`src/rtl/radix_text_converter_defines.svh`:
```
// Assertion macros for the radix text converter
`ifndef RADIX_TEXT_CONVERTER_DEFINES_SVH
`define RADIX_TEXT_CONVERTER_DEFINES_SVH

// Check a consequent in the same cycle as the antecedent
`define RTC_ASSERT_SAME(lbl, ante, cons) \
  lbl: assert property (@(posedge clk) disable iff (!rst_n) (ante) |-> (cons)) \
    else $error("rtc assertion failed");

// Check a consequent in the cycle after the antecedent
`define RTC_ASSERT_NEXT(lbl, ante, cons) \
  lbl: assert property (@(posedge clk) disable iff (!rst_n) (ante) |=> (cons)) \
    else $error("rtc assertion failed");

`endif

```
`src/rtl/rtc_pkg.sv`:
```
`default_nettype none
package rtc_pkg;
  localparam int MAX_RADIX   = 16;
  localparam int VALUE_BITS  = 32;
  localparam int CHAR_W      = 8;
  localparam int DIGIT_W     = 4;
  localparam int RADIX_W     = 5;
  localparam int STORE_DEPTH = 32;
  localparam int ADDR_W      = $clog2(STORE_DEPTH);
  localparam int CNT_W       = ADDR_W + 1;
  localparam int STEP_W      = $clog2(VALUE_BITS);

  localparam logic [CHAR_W-1:0] CH_MINUS = 8'h2D;
  localparam logic [CHAR_W-1:0] CH_PLUS  = 8'h2B;
  localparam logic [CHAR_W-1:0] CH_SPACE = 8'h20;
  localparam logic [CHAR_W-1:0] CH_TAB   = 8'd9;
  localparam logic [CHAR_W-1:0] CH_CR    = 8'd13;
  localparam logic [CHAR_W-1:0] CH_NUL   = 8'd0;

  localparam logic [1:0] PH_SPACE = 2'd0;
  localparam logic [1:0] PH_SIGN  = 2'd1;
  localparam logic [1:0] PH_DIGIT = 2'd2;
  localparam logic [1:0] PH_DONE  = 2'd3;

  localparam logic [2:0] REG_SRC_LO    = 3'd0;
  localparam logic [2:0] REG_SRC_HI    = 3'd1;
  localparam logic [2:0] REG_SRC_RADIX = 3'd2;
  localparam logic [2:0] REG_TGT_LO    = 3'd3;
  localparam logic [2:0] REG_TGT_HI    = 3'd4;
  localparam logic [2:0] REG_TGT_RADIX = 3'd5;

  localparam logic [63:0] ALPHA_RESET = 64'd3978425819141910832;
  localparam logic [RADIX_W-1:0] RADIX_RESET = 5'd10;

  typedef struct packed {
    logic [CHAR_W-1:0] in_char;
    logic              in_last;
  } in_item_t;

  typedef struct packed {
    logic [CHAR_W-1:0] out_char;
    logic              out_last;
    logic              alphabet_error;
  } out_item_t;

  typedef struct packed {
    logic [63:0]        lo;
    logic [63:0]        hi;
    logic [RADIX_W-1:0] radix;
  } alpha_cfg_t;

  typedef struct packed {
    logic                  neg;
    logic [VALUE_BITS-1:0] mag;
  } job_t;

  function automatic logic [CHAR_W-1:0] alpha_byte(input logic [63:0] lo,
                                                   input logic [63:0] hi,
                                                   input logic [3:0] idx);
    logic [63:0] w;
    w = idx[3] ? hi : lo;
    return w[{idx[2:0], 3'b000} +: CHAR_W];
  endfunction

  function automatic logic is_space(input logic [CHAR_W-1:0] c);
    return ((c >= CH_TAB) && (c <= CH_CR)) || (c == CH_SPACE);
  endfunction

  function automatic logic alpha_ok(input alpha_cfg_t a);
    logic ok;
    logic [CHAR_W-1:0] ci;
    ok = (a.radix >= 5'd2) && (a.radix <= 5'(MAX_RADIX));
    for (int i = 0; i < 16; i++) begin
      if (5'(i) < a.radix) begin
        ci = alpha_byte(a.lo, a.hi, 4'(i));
        if (ci == CH_NUL || ci == CH_PLUS || ci == CH_MINUS || is_space(ci)) ok = 1'b0;
        for (int j = i + 1; j < 16; j++) begin
          if (5'(j) < a.radix && alpha_byte(a.lo, a.hi, 4'(j)) == ci) ok = 1'b0;
        end
      end
    end
    return ok;
  endfunction
endpackage
`default_nettype wire

```
`src/rtl/rtc_front.sv`:
```
`default_nettype none
module rtc_front import rtc_pkg::*; (
  input  wire        clk,
  input  wire        rst_n,
  input  in_item_t   in_item,
  input  wire        accept,
  input  alpha_cfg_t src,
  output logic       push,
  output job_t       job
);
  logic [1:0]            phase_r, phase_nxt;
  logic                  neg_r, neg_nxt;
  logic [VALUE_BITS-1:0] acc_r, acc_nxt, val;
  logic                  hit;
  logic [DIGIT_W-1:0]    dval;
  logic [RADIX_W-1:0]    n;
  logic [CHAR_W-1:0]     c;

  // Look up the character in the source alphabet, first match wins
  always_comb begin
    c = in_item.in_char;
    n = (src.radix > 5'(MAX_RADIX)) ? 5'(MAX_RADIX) : src.radix;
    hit = 1'b0;
    dval = '0;
    for (int i = 15; i >= 0; i--) begin
      if (5'(i) < n && c != CH_NUL && alpha_byte(src.lo, src.hi, 4'(i)) == c) begin
        hit = 1'b1;
        dval = 4'(i);
      end
    end
  end

  // Advance the parse on each character
  always_comb begin
    phase_nxt = phase_r;
    neg_nxt = neg_r;
    acc_nxt = acc_r;
    if (phase_r == PH_SPACE && is_space(c)) begin
      phase_nxt = PH_SPACE;
    end else if ((phase_r == PH_SPACE || phase_r == PH_SIGN) &&
                 (c == CH_PLUS || c == CH_MINUS)) begin
      phase_nxt = PH_SIGN;
      if (c == CH_MINUS) neg_nxt = ~neg_r;
    end else if (phase_r != PH_DONE && hit) begin
      phase_nxt = PH_DIGIT;
      acc_nxt = acc_r * VALUE_BITS'(src.radix) + VALUE_BITS'(dval);
    end else begin
      phase_nxt = PH_DONE;
    end
    val = neg_nxt ? (~acc_nxt + 1'b1) : acc_nxt;
    job.neg = val[VALUE_BITS-1];
    job.mag = val[VALUE_BITS-1] ? (~val + 1'b1) : val;
    push = accept && in_item.in_last;
  end

  // Hold parse state, clear it after the last character
  always_ff @(posedge clk) begin
    if (!rst_n || push) begin
      phase_r <= PH_SPACE;
      neg_r <= 1'b0;
      acc_r <= '0;
    end else if (accept) begin
      phase_r <= phase_nxt;
      neg_r <= neg_nxt;
      acc_r <= acc_nxt;
    end
  end
endmodule
`default_nettype wire

```
`src/rtl/rtc_queue.sv`:
```
`default_nettype none
module rtc_queue import rtc_pkg::*; (
  input  wire  clk,
  input  wire  rst_n,
  input  wire  push,
  input  job_t push_job,
  input  wire  pop,
  output job_t pop_job,
  output logic full,
  output logic empty
);
  job_t       mem_r [2];
  logic       wr_ptr_r, rd_ptr_r;
  logic [1:0] cnt_r;

  assign full = (cnt_r == 2'd2);
  assign empty = (cnt_r == 2'd0);
  assign pop_job = mem_r[rd_ptr_r];

  // Store pushed jobs
  always_ff @(posedge clk) begin
    if (push) mem_r[wr_ptr_r] <= push_job;
  end

  // Advance pointers and count
  always_ff @(posedge clk) begin
    if (!rst_n) begin
      wr_ptr_r <= 1'b0;
      rd_ptr_r <= 1'b0;
      cnt_r <= '0;
    end else begin
      if (push) wr_ptr_r <= ~wr_ptr_r;
      if (pop) rd_ptr_r <= ~rd_ptr_r;
      if (push && !pop) cnt_r <= cnt_r + 2'd1;
      else if (pop && !push) cnt_r <= cnt_r - 2'd1;
    end
  end
endmodule
`default_nettype wire

```
`src/rtl/rtc_back.sv`:
```
`default_nettype none
module rtc_back import rtc_pkg::*; (
  input  wire        clk,
  input  wire        rst_n,
  input  job_t       job,
  input  wire        job_avail,
  input  wire        cfg_ok,
  input  alpha_cfg_t tgt,
  output logic       pop,
  output logic       out_valid,
  output out_item_t  out_item
);
  localparam logic [1:0] S_IDLE = 2'd0;
  localparam logic [1:0] S_DIV  = 2'd1;
  localparam logic [1:0] S_RD   = 2'd2;
  localparam logic [1:0] S_OUT  = 2'd3;

  logic [1:0]            state_r;
  logic [VALUE_BITS-1:0] quo_r, quo_new;
  logic [RADIX_W-1:0]    rem_r, rem_sh, rem_new;
  logic [STEP_W-1:0]     step_r;
  logic [CNT_W-1:0]      n_r;
  logic                  neg_r, ge;
  logic [DIGIT_W-1:0]    store [STORE_DEPTH];
  logic [DIGIT_W-1:0]    rd_data_r;
  logic                  out_valid_r;
  out_item_t             out_item_r;
  logic                  wr_en, last_step;

  // One restoring division step per cycle
  always_comb begin
    rem_sh = {rem_r[RADIX_W-2:0], quo_r[VALUE_BITS-1]};
    ge = (rem_sh >= tgt.radix);
    rem_new = ge ? (rem_sh - tgt.radix) : rem_sh;
    quo_new = {quo_r[VALUE_BITS-2:0], ge};
    last_step = (step_r == STEP_W'(VALUE_BITS - 1));
    wr_en = (state_r == S_DIV) && last_step;
    pop = (state_r == S_IDLE) && job_avail;
  end

  // Digit store
  always_ff @(posedge clk) begin
    if (wr_en) store[n_r[ADDR_W-1:0]] <= rem_new[DIGIT_W-1:0];
    if (state_r == S_RD) rd_data_r <= store[ADDR_W'(n_r - 1'b1)];
  end

  // Sequence division and emission
  always_ff @(posedge clk) begin
    if (!rst_n) begin
      state_r <= S_IDLE;
      out_valid_r <= 1'b0;
    end else begin
      out_valid_r <= 1'b0;
      case (state_r)
        S_IDLE: begin
          if (pop) begin
            if (!cfg_ok) begin
              out_valid_r <= 1'b1;
              out_item_r <= '{out_char: CH_NUL, out_last: 1'b1, alphabet_error: 1'b1};
            end else begin
              state_r <= S_DIV;
            end
          end
        end
        S_DIV: begin
          if (last_step && (quo_new == '0 || n_r == CNT_W'(STORE_DEPTH - 1))) begin
            state_r <= S_RD;
            if (neg_r) begin
              out_valid_r <= 1'b1;
              out_item_r <= '{out_char: CH_MINUS, out_last: 1'b0, alphabet_error: 1'b0};
            end
          end
        end
        S_RD: state_r <= S_OUT;
        S_OUT: begin
          out_valid_r <= 1'b1;
          out_item_r <= '{out_char: alpha_byte(tgt.lo, tgt.hi, rd_data_r),
                          out_last: (n_r == CNT_W'(1)), alphabet_error: 1'b0};
          state_r <= (n_r == CNT_W'(1)) ? S_IDLE : S_RD;
        end
        default: state_r <= S_IDLE;
      endcase
    end
  end

  // Datapath registers
  always_ff @(posedge clk) begin
    case (state_r)
      S_IDLE: begin
        quo_r <= job.mag;
        neg_r <= job.neg;
        rem_r <= '0;
        step_r <= '0;
        n_r <= '0;
      end
      S_DIV: begin
        quo_r <= quo_new;
        step_r <= step_r + 1'b1;
        rem_r <= last_step ? '0 : rem_new;
        if (last_step) n_r <= n_r + 1'b1;
      end
      S_OUT: n_r <= n_r - 1'b1;
      default: ;
    endcase
  end

  assign out_valid = out_valid_r;
  assign out_item = out_item_r;
endmodule
`default_nettype wire

```
`src/rtl/radix_text_converter.sv`:
```
// Radix text converter. Characters enter one per cycle while busy is low;
// parsing keeps up with a character every cycle. The character marked last
// hands the value to a two-entry job queue, and busy is high while that queue
// is full. Each job then runs through a bit-serial divider that writes every
// target digit to the digit store, then each digit is read back from the store
// and emitted. Results appear as single-cycle strobes on out_valid and cannot
// be stalled; an invalid alphabet gives one result with alphabet_error set.
`default_nettype none
`include "radix_text_converter_defines.svh"
module radix_text_converter import rtc_pkg::*; (
  input  wire         clk,
  input  wire         rst_n,
  input  wire         start,
  output logic        busy,
  input  in_item_t    in_item,
  output logic        out_valid,
  output out_item_t   out_item,
  input  wire         psel,
  input  wire         penable,
  input  wire         pwrite,
  input  wire  [5:0]  paddr,
  input  wire  [63:0] pwdata,
  output logic [63:0] prdata,
  output logic        pready
);
  alpha_cfg_t src_r, tgt_r;
  logic       ok_r;
  logic       accept, push, pop, full, empty, wr;
  logic [2:0] idx;
  job_t       push_job, pop_job;

  assign pready = 1'b1;
  assign idx = paddr[5:3];
  assign wr = psel && penable && pwrite;
  assign busy = full;
  assign accept = start && !busy;

  // Write configuration registers
  always_ff @(posedge clk) begin
    if (!rst_n) begin
      src_r <= '{lo: ALPHA_RESET, hi: '0, radix: RADIX_RESET};
      tgt_r <= '{lo: ALPHA_RESET, hi: '0, radix: RADIX_RESET};
      ok_r <= 1'b1;
    end else begin
      ok_r <= alpha_ok(src_r) && alpha_ok(tgt_r);
      if (wr) begin
        case (idx)
          REG_SRC_LO:    src_r.lo <= pwdata;
          REG_SRC_HI:    src_r.hi <= pwdata;
          REG_SRC_RADIX: src_r.radix <= pwdata[RADIX_W-1:0];
          REG_TGT_LO:    tgt_r.lo <= pwdata;
          REG_TGT_HI:    tgt_r.hi <= pwdata;
          REG_TGT_RADIX: tgt_r.radix <= pwdata[RADIX_W-1:0];
          default: ;
        endcase
      end
    end
  end

  // Read back configuration
  always_comb begin
    case (idx)
      REG_SRC_LO:    prdata = src_r.lo;
      REG_SRC_HI:    prdata = src_r.hi;
      REG_SRC_RADIX: prdata = 64'(src_r.radix);
      REG_TGT_LO:    prdata = tgt_r.lo;
      REG_TGT_HI:    prdata = tgt_r.hi;
      REG_TGT_RADIX: prdata = 64'(tgt_r.radix);
      default:       prdata = '0;
    endcase
  end

  rtc_front u_front (
    .clk(clk), .rst_n(rst_n), .in_item(in_item), .accept(accept), .src(src_r),
    .push(push), .job(push_job)
  );

  rtc_queue u_queue (
    .clk(clk), .rst_n(rst_n), .push(push), .push_job(push_job), .pop(pop),
    .pop_job(pop_job), .full(full), .empty(empty)
  );

  rtc_back u_back (
    .clk(clk), .rst_n(rst_n), .job(pop_job), .job_avail(!empty), .cfg_ok(ok_r),
    .tgt(tgt_r), .pop(pop), .out_valid(out_valid), .out_item(out_item)
  );

  `RTC_ASSERT_SAME(a_err_is_last, out_valid && out_item.alphabet_error, out_item.out_last && out_item.out_char == CH_NUL)
  `RTC_ASSERT_SAME(a_sign_not_last, out_valid && !out_item.alphabet_error && out_item.out_char == CH_MINUS, !out_item.out_last)
  `RTC_ASSERT_NEXT(a_full_blocks, full && !pop, !accept)
endmodule
`default_nettype wire
```
`config.mk`:
```
export PLATFORM = sky130hd
export DESIGN_NAME = radix_text_converter
export DESIGN_NICKNAME = d
export VERILOG_FILES = /design/src/rtl/rtc_pkg.sv /design/src/rtl/rtc_front.sv /design/src/rtl/rtc_queue.sv /design/src/rtl/rtc_back.sv /design/src/rtl/radix_text_converter.sv
export VERILOG_INCLUDE_DIRS = /design/src /design/src/rtl
export SDC_FILE = /design/constraint.sdc
export NUM_CORES = 2
export LEC_CHECK = 0
export ABC_CLOCK_PERIOD_IN_PS = 10700
export BUFFER_PORTS_ARGS = -buffer_cell sky130_fd_sc_hd__buf_2
export CORE_MARGIN = 2
export CORE_UTILIZATION = 40
export DETAILED_ROUTE_END_ITERATION = 8
export SLEW_MARGIN = 10
export SYNTH_ARGS = -nofsm -noshare
export SYNTH_HDL_FRONTEND = slang
export SYNTH_SLANG_ARGS = --single-unit
```
`constraint.sdc`:
```
create_clock -name clk -period 10.7 [get_ports clk]
set_input_delay 1.605 -clock clk [delete_from_list [all_inputs] [get_ports clk]]
set_output_delay 1.605 -clock clk [all_outputs]
set_load 0.1 [all_outputs]
```
# Yosys cells after proc, flatten, opt, wreduce, memory -nomap -nowiden
# Memory sizes are Yosys's and may differ from the RTL's. A register that Yosys moved wholly into a read port is not among the register bits.
# Cells that the tools add are included.
[totals] wordCells=1445 n_memories=2 regBits=367 out_inout_bits=77 inputBits=85 mem_bits_rw=194
[mem_list] memory="u_back.store" words=32 width=4 rd=1 rd_clocked_by_memory_dff=1 write_ports=1 line_no="rtc_back.sv:24" text="logic [DIGIT_W-1:0] store [STORE_DEPTH];"
[mem_list] memory="u_queue.mem_r" words=2 width=33 rd=1 rd_clocked_by_memory_dff=1 write_ports=1 line_no="rtc_queue.sv:12" text="job_t mem_r [2];"
[classes] order_cmp=120 bitwise=5 muxes=401 reduce_logical=508 n_addsub=9 multipliers=1 n_shift=1 n_eq_ne=375
[op_table] operator="equality test 8 bit" count=256
[op_table] operator="equality test 8 x 6 -> 1 bit (second input constant)" count=99
[op_table] operator="case mux 64 bit (6 select lines)" count=1
[op_table] operator="2-to-1 mux 1 bit" count=355
[op_table] operator="logical AND 1 bit" count=320
[op_table] operator=">= comparator 8 x 4 -> 1 bit (second input constant)" count=33
[op_table] operator="<= comparator 8 x 4 -> 1 bit (second input constant)" count=33
[op_table] operator="logical NOT 8 bit" count=32
[op_table] operator="2-to-1 mux 32 bit" count=5
[op_table] operator="logical OR 1 bit" count=133
[op_table] operator="less-than comparator 4 x 5 -> 1 bit (first input constant)" count=24
[op_table] operator="2-to-1 mux 4 bit" count=18
[op_table] operator="adder 32 x 1 -> 32 bit (second input constant)" count=2
[op_table] operator="2-to-1 mux 64 bit" count=1
[op_table] operator="NOT 32 bit" count=2
[op_table] operator="case mux 32 bit (2 select lines)" count=1
[op_table] operator="variable part select 64 x 7 -> 8 bit" count=1
[op_table] operator="less-than comparator 3 x 5 -> 1 bit (first input constant)" count=12
[op_table] operator="2-to-1 mux 10 bit" count=4
[op_table] operator="adder 32 x 4 -> 32 bit" count=1
[op_table] operator="logical NOT 32 bit" count=1
[op_table] operator="multiplier 32 x 5 -> 32 bit" count=1
[op_table] operator="less-than comparator 1 x 5 -> 1 bit (first input constant)" count=6
[op_table] operator="less-than comparator 2 x 5 -> 1 bit (first input constant)" count=6
[op_table] operator="other kinds (39)" count=73

# Depth between registers and ports, before layout
[depth] depth_word=170 ltp_mapped=34 ltp_nobuf=31

# Modules after synthesis
# A second synthesis with hierarchy kept.
[unflattened] hier_cells=6981 hier_area_um2=59731.0
[by_module_without_submodules] mod="radix_text_converter" cells_per_inst=4873 seq_area_each_um2=5345.1 n_inst=1 area_per_inst_um2=37328.3
[by_module_without_submodules] mod="rtc_front" cells_per_inst=1372 seq_area_each_um2=700.7 n_inst=1 area_per_inst_um2=10588.9
[by_module_without_submodules] mod="rtc_back" cells_per_inst=611 seq_area_each_um2=5765.5 n_inst=1 area_per_inst_um2=9218.8
[by_module_without_submodules] mod="rtc_queue" cells_per_inst=125 seq_area_each_um2=2082.0 n_inst=1 area_per_inst_um2=2595.0

# Worst setup path after synthesis
# No wires, ideal clock.
[synth_path] path_type="in2reg" start="in in_item[1] in the netlist's numbering" end="mem u_queue.mem_r[0][29] in the netlist's numbering (data pin)" n_path_buf=4 required_ns=10.433 stages=27 setup_time_ns=0.267 arrival_ns=8.497 setup_slack_ns=1.936 cell_sequence="buf_2 > buf_2 > nor3_1 > nand3_1 > clkbuf_1 > clkbuf_1 > o21ai_0 > nor3_1 > fa_1 > ha_1 > inv_1 > fa_1 > inv_1 > ha_1 > a211o_1 > a2111oi_0 > a2111oi_0 > nor3_1 > nand3_1 > or3_1 > o31ai_1 > mux2_2 > o31ai_2 > nand3_4 > nor4b_4 > a31oi_1 > xor2_1"
[synth_lines] element="start, declared" line_no="radix_text_converter.sv:15" text="input in_item_t in_item,"
[synth_lines] element="end, declared" line_no="rtc_queue.sv:12"

==> impl_metrics.env <==
export IMPL_finalClockSkew_ns=0.04848
export IMPL_ys_ff_latch=566
export IMPL_critical_path_buf_inv_count=5
export IMPL_tightest_slew_ns=1.411
export IMPL_portBuffers=157
export IMPL_cts_buffers=69
export IMPL_hpwl_mm=172.7
export IMPL_post_cts_buffers=0
export IMPL_fin_area_um2=63940
export IMPL_seqPwrFrac=0.371
export IMPL_maxCapViolCount=0
export IMPL_clock_fmax_mhz=104.2
export IMPL_fin_crit_ns=9.601
export IMPL_setup_viol=0
export IMPL_synth_seq_area_share=0.2360
export IMPL_cts_sinks=566
export IMPL_route_detailed_drc=1
export IMPL_cts_clk_slew_worst_paths_ns=0.06
export IMPL_worstPathArrival_ns=9.98
export IMPL_routed_via_count=56340
export IMPL_cts_htree_levels=3
export IMPL_syn_inst=6993
export IMPL_grt_pass1_wl_mm=380.6
export IMPL_die_area_um2=150300
export IMPL_post_route_period_util=0.8973
export IMPL_synthFlopType="dfxtp_1"
export IMPL_syn_area_um2=58880
export IMPL_path_max_fanout=21
export IMPL_die_y_um=387.7
export IMPL_cts_root_buf="clkbuf_16"
export IMPL_switching_share=0.3329
export IMPL_nets=7011
export IMPL_coreArea_um2=145900
export IMPL_report_final_slew_viol_count=0
export IMPL_cp_slowest_cell="or4_1"
export IMPL_cts_resized=0
export IMPL_track_usage=0.3406
export IMPL_post_route_worst_setup_slack_ns=1.099
export IMPL_clockBufferDepth=3
export IMPL_async_flop_share=0
export IMPL_status="finished, violations left"
export IMPL_end_kind="register"
export IMPL_ant_nets=0
export IMPL_slowest_delay_ns=0.66
export IMPL_critPathKind="input port to register"
export IMPL_fin_hold_ws_ns=0.4670
export IMPL_p_leak_nw=23.49
export IMPL_grt_max_degree=85
export IMPL_use_met2=0.4796
export IMPL_clkLatencyLatePin_ns=0.69
export IMPL_postCtsHoldBufs=0
export IMPL_final_cells=8746
export IMPL_first_iter_violations=8424
export IMPL_cts_tree="done"
export IMPL_crit_required_ns=11.08
export IMPL_power_internal_mw=4.606
export IMPL_ys_warn_count=0
export IMPL_synth_edff_count=256
export IMPL_grt_busiest_layer="met2"
export IMPL_p_clk_frac=0.354
export IMPL_rsz0062_at_grt="false"
export IMPL_ir_drop_mv=0.1170
export IMPL_start_kind="input port"
export IMPL_p_sw_mw=2.299
export IMPL_setup_tns_ns=0
export IMPL_pin_count=162
export IMPL_grt_pass1_vias=52640
export IMPL_wl_per_cell_um=30.34
export IMPL_hold_class="register to register"
export IMPL_start_util=0.4035
export IMPL_place_area_um2=61590
export IMPL_syn_to_final_growth_pct=8.596
export IMPL_wirelength_mm=265.4
export IMPL_post_place_ws_ns=0.4821
export IMPL_first_pass_iters=9
export IMPL_met3_usage=0.1559
export IMPL_grt_overflow_total=0
export IMPL_violations="design-rule violations"
export IMPL_synth_nets=7241
export IMPL_power_frac_comb=0.274
export IMPL_use_met1=0.4244
export IMPL_slew_headroom=0.05050
export IMPL_antenna_found_initial=38
export IMPL_finalHoldViolations=0
export IMPL_row_count=140
export IMPL_viasPerCell=6.442
export IMPL_die_width_um=387.7
export IMPL_critPathTopFamily="simple AND/OR/NAND/NOR gates"
export IMPL_total_power_mw=6.905
export IMPL_fin_util=0.4382
export IMPL_post_synth_num_cell_types=92
export IMPL_dp_cells=8609
export IMPL_syn_area_per_cell_um2=8.420
export IMPL_power_density_nw_per_um2=108.0
export IMPL_drive_gt1_frac=0.1094
export IMPL_gp_congestion=1.112
==> cells by family after synthesis <==
group | share of synthesized area
AOI/OAI and AO/OA | 0.1115
xor gates and xnor gates | 0.3234
adders and majority gates | 0.04573
muxes | 0.04439
DFF | 0.2360
other | 0.00006369
and+or+nand+nor | 0.1793
buffers and inverters | 0.05957
==> layout make-up <==
type	count	area, µm²
Antenna cell	12	30.03
Clock buffer	84	1876
Clock inverter	41	442.9
Fill cell	14300	81980
Inverter	118	442.9
Multi-Input combinational cell	5524	41600
Sequential cell	566	13900
Tap cell	1917	2399
Timing Repair Buffer	484	3247
==> Yosys cell counts, drive strengths merged, types with 77 or more instances <==
cell type | instances | area (µm²)
a21boi | 205 | 1539
a21oi | 158 | 790.8
a22o | 77 | 674.4
a31oi | 79 | 494.2
and2 | 95 | 594.3
buf | 414 | 1672
clkbuf | 371 | 1393
dfxtp | 310 | 6206
edfxtp | 256 | 7687
fa | 87 | 1742
inv | 117 | 439.2
mux4 | 81 | 1824
nand2 | 752 | 2823
nand3 | 133 | 678.2
nand4 | 350 | 2190
nor2 | 214 | 805.8
nor3 | 200 | 1012
nor4 | 232 | 1451
o21ai | 94 | 470.5
xnor2 | 1521 | 13320
xor2 | 653 | 5719
==> power groups by stage <==
stage / logic, mW / clock network, mW / registers (mW)
final: 1.89 / 2.45 / 2.56
after global routing: 2.04 / 2.57 / 2.58
after CTS: 1.88 / 2.48 / 2.56
after detailed placement: 1.87 / 0 / 2.61
after global placement: 1.84 / 0 / 2.60
after floorplan: 1.36 / 0 / 2.58
==> registers in the layout, indices dropped and copies added (netlist names), 2 cells and up, named ones only <==
signal / flops
u_back.quo_r: 32
u_back.state_r: 2
src_r: 133
u_back.store: 128
u_front.acc_r: 32
u_back.step_r: 5
u_queue.cnt_r: 2
u_front.phase_r: 2
u_back.n_r: 6
u_back.rd_data_r: 4
tgt_r: 133
u_queue.mem_r: 66
u_back.out_item: 10
u_back.rem_r: 4
==> worst register-to-register path, cell delays in order, from the launching register on <==
cell,delay [ns]
dfxtp_2,0.70
buf_4,0.66
a21oi_1,0.36
nor3_1,0.59
or4_1,0.32
o21ai_0,0.16
nor3_1,0.23
buf_4,0.16
fa_1,0.43
ha_1,0.30
inv_1,0.05
fa_1,0.60
inv_1,0.06
ha_1,0.31
a211o_1,0.36
a2111oi_0,0.36
a2111oi_0,0.12
buf_4,0.18
nor3_1,0.57
nand3_1,0.33
or3_1,0.45
o31ai_1,0.37
mux2_2,0.39
o31ai_2,0.31
nand3_4,0.15
nor4b_4,0.38
a31oi_1,0.14
xor2_1,0.17
==> routing by layer <==
metal / wire length [µm] / vias up
li1: - / 23600
met1: 98710 / 27260
met2: 105500 / 4185
met3: 41280 / 1257
met4: 19210 / 42
met5: 641 / -
==> path summary, 6_finish.rpt <==
check,startpoint,end,slack [ns],cells past startpoint
setup / recovery,in_item[3],u_queue.mem_r[1][29],1.10,28
hold / removal,tgt_r[5],tgt_r[5],0.47,2
hold reg to reg,tgt_r[5],tgt_r[5],0.47,2
setup reg to reg,src_r[4],u_queue.mem_r[1][29],1.20,27
==> layout by cell type, fill, tap and decap left out, types with 18 or more instances in the layout <==
| cell | netlist | final |
|---|---|---|
| xnor2_1 | 1521 | 1519 |
| nand2_1 | 752 | 748 |
| xor2_1 | 653 | 653 |
| nand4_1 | 350 | 350 |
| buf_4 | 8 | 327 |
| dfxtp_1 | 310 | 306 |
| edfxtp_1 | 256 | 256 |
| nor4_1 | 232 | 232 |
| nor2_1 | 213 | 210 |
| a21boi_0 | 205 | 205 |
| nor3_1 | 199 | 196 |
| buf_2 | 52 | 156 |
| a21oi_1 | 158 | 154 |
| nand3_1 | 132 | 132 |
| inv_1 | 116 | 115 |
| and2_1 | 95 | 92 |
| o21ai_0 | 94 | 92 |
| fa_1 | 87 | 87 |
| mux4_2 | 81 | 81 |
| a31oi_1 | 79 | 79 |
| a22o_1 | 77 | 77 |
| ha_1 | 76 | 76 |
| clkbuf_16 | 0 | 71 |
| mux2i_1 | 64 | 64 |
| a221o_1 | 63 | 63 |
| a211oi_1 | 34 | 34 |
| o41ai_1 | 26 | 25 |
| nand2b_1 | 23 | 23 |
| o22ai_1 | 23 | 23 |
| and3_1 | 22 | 21 |
| o211ai_1 | 21 | 21 |
| nor2b_1 | 18 | 18 |
Power figures use the tool's default switching activity.
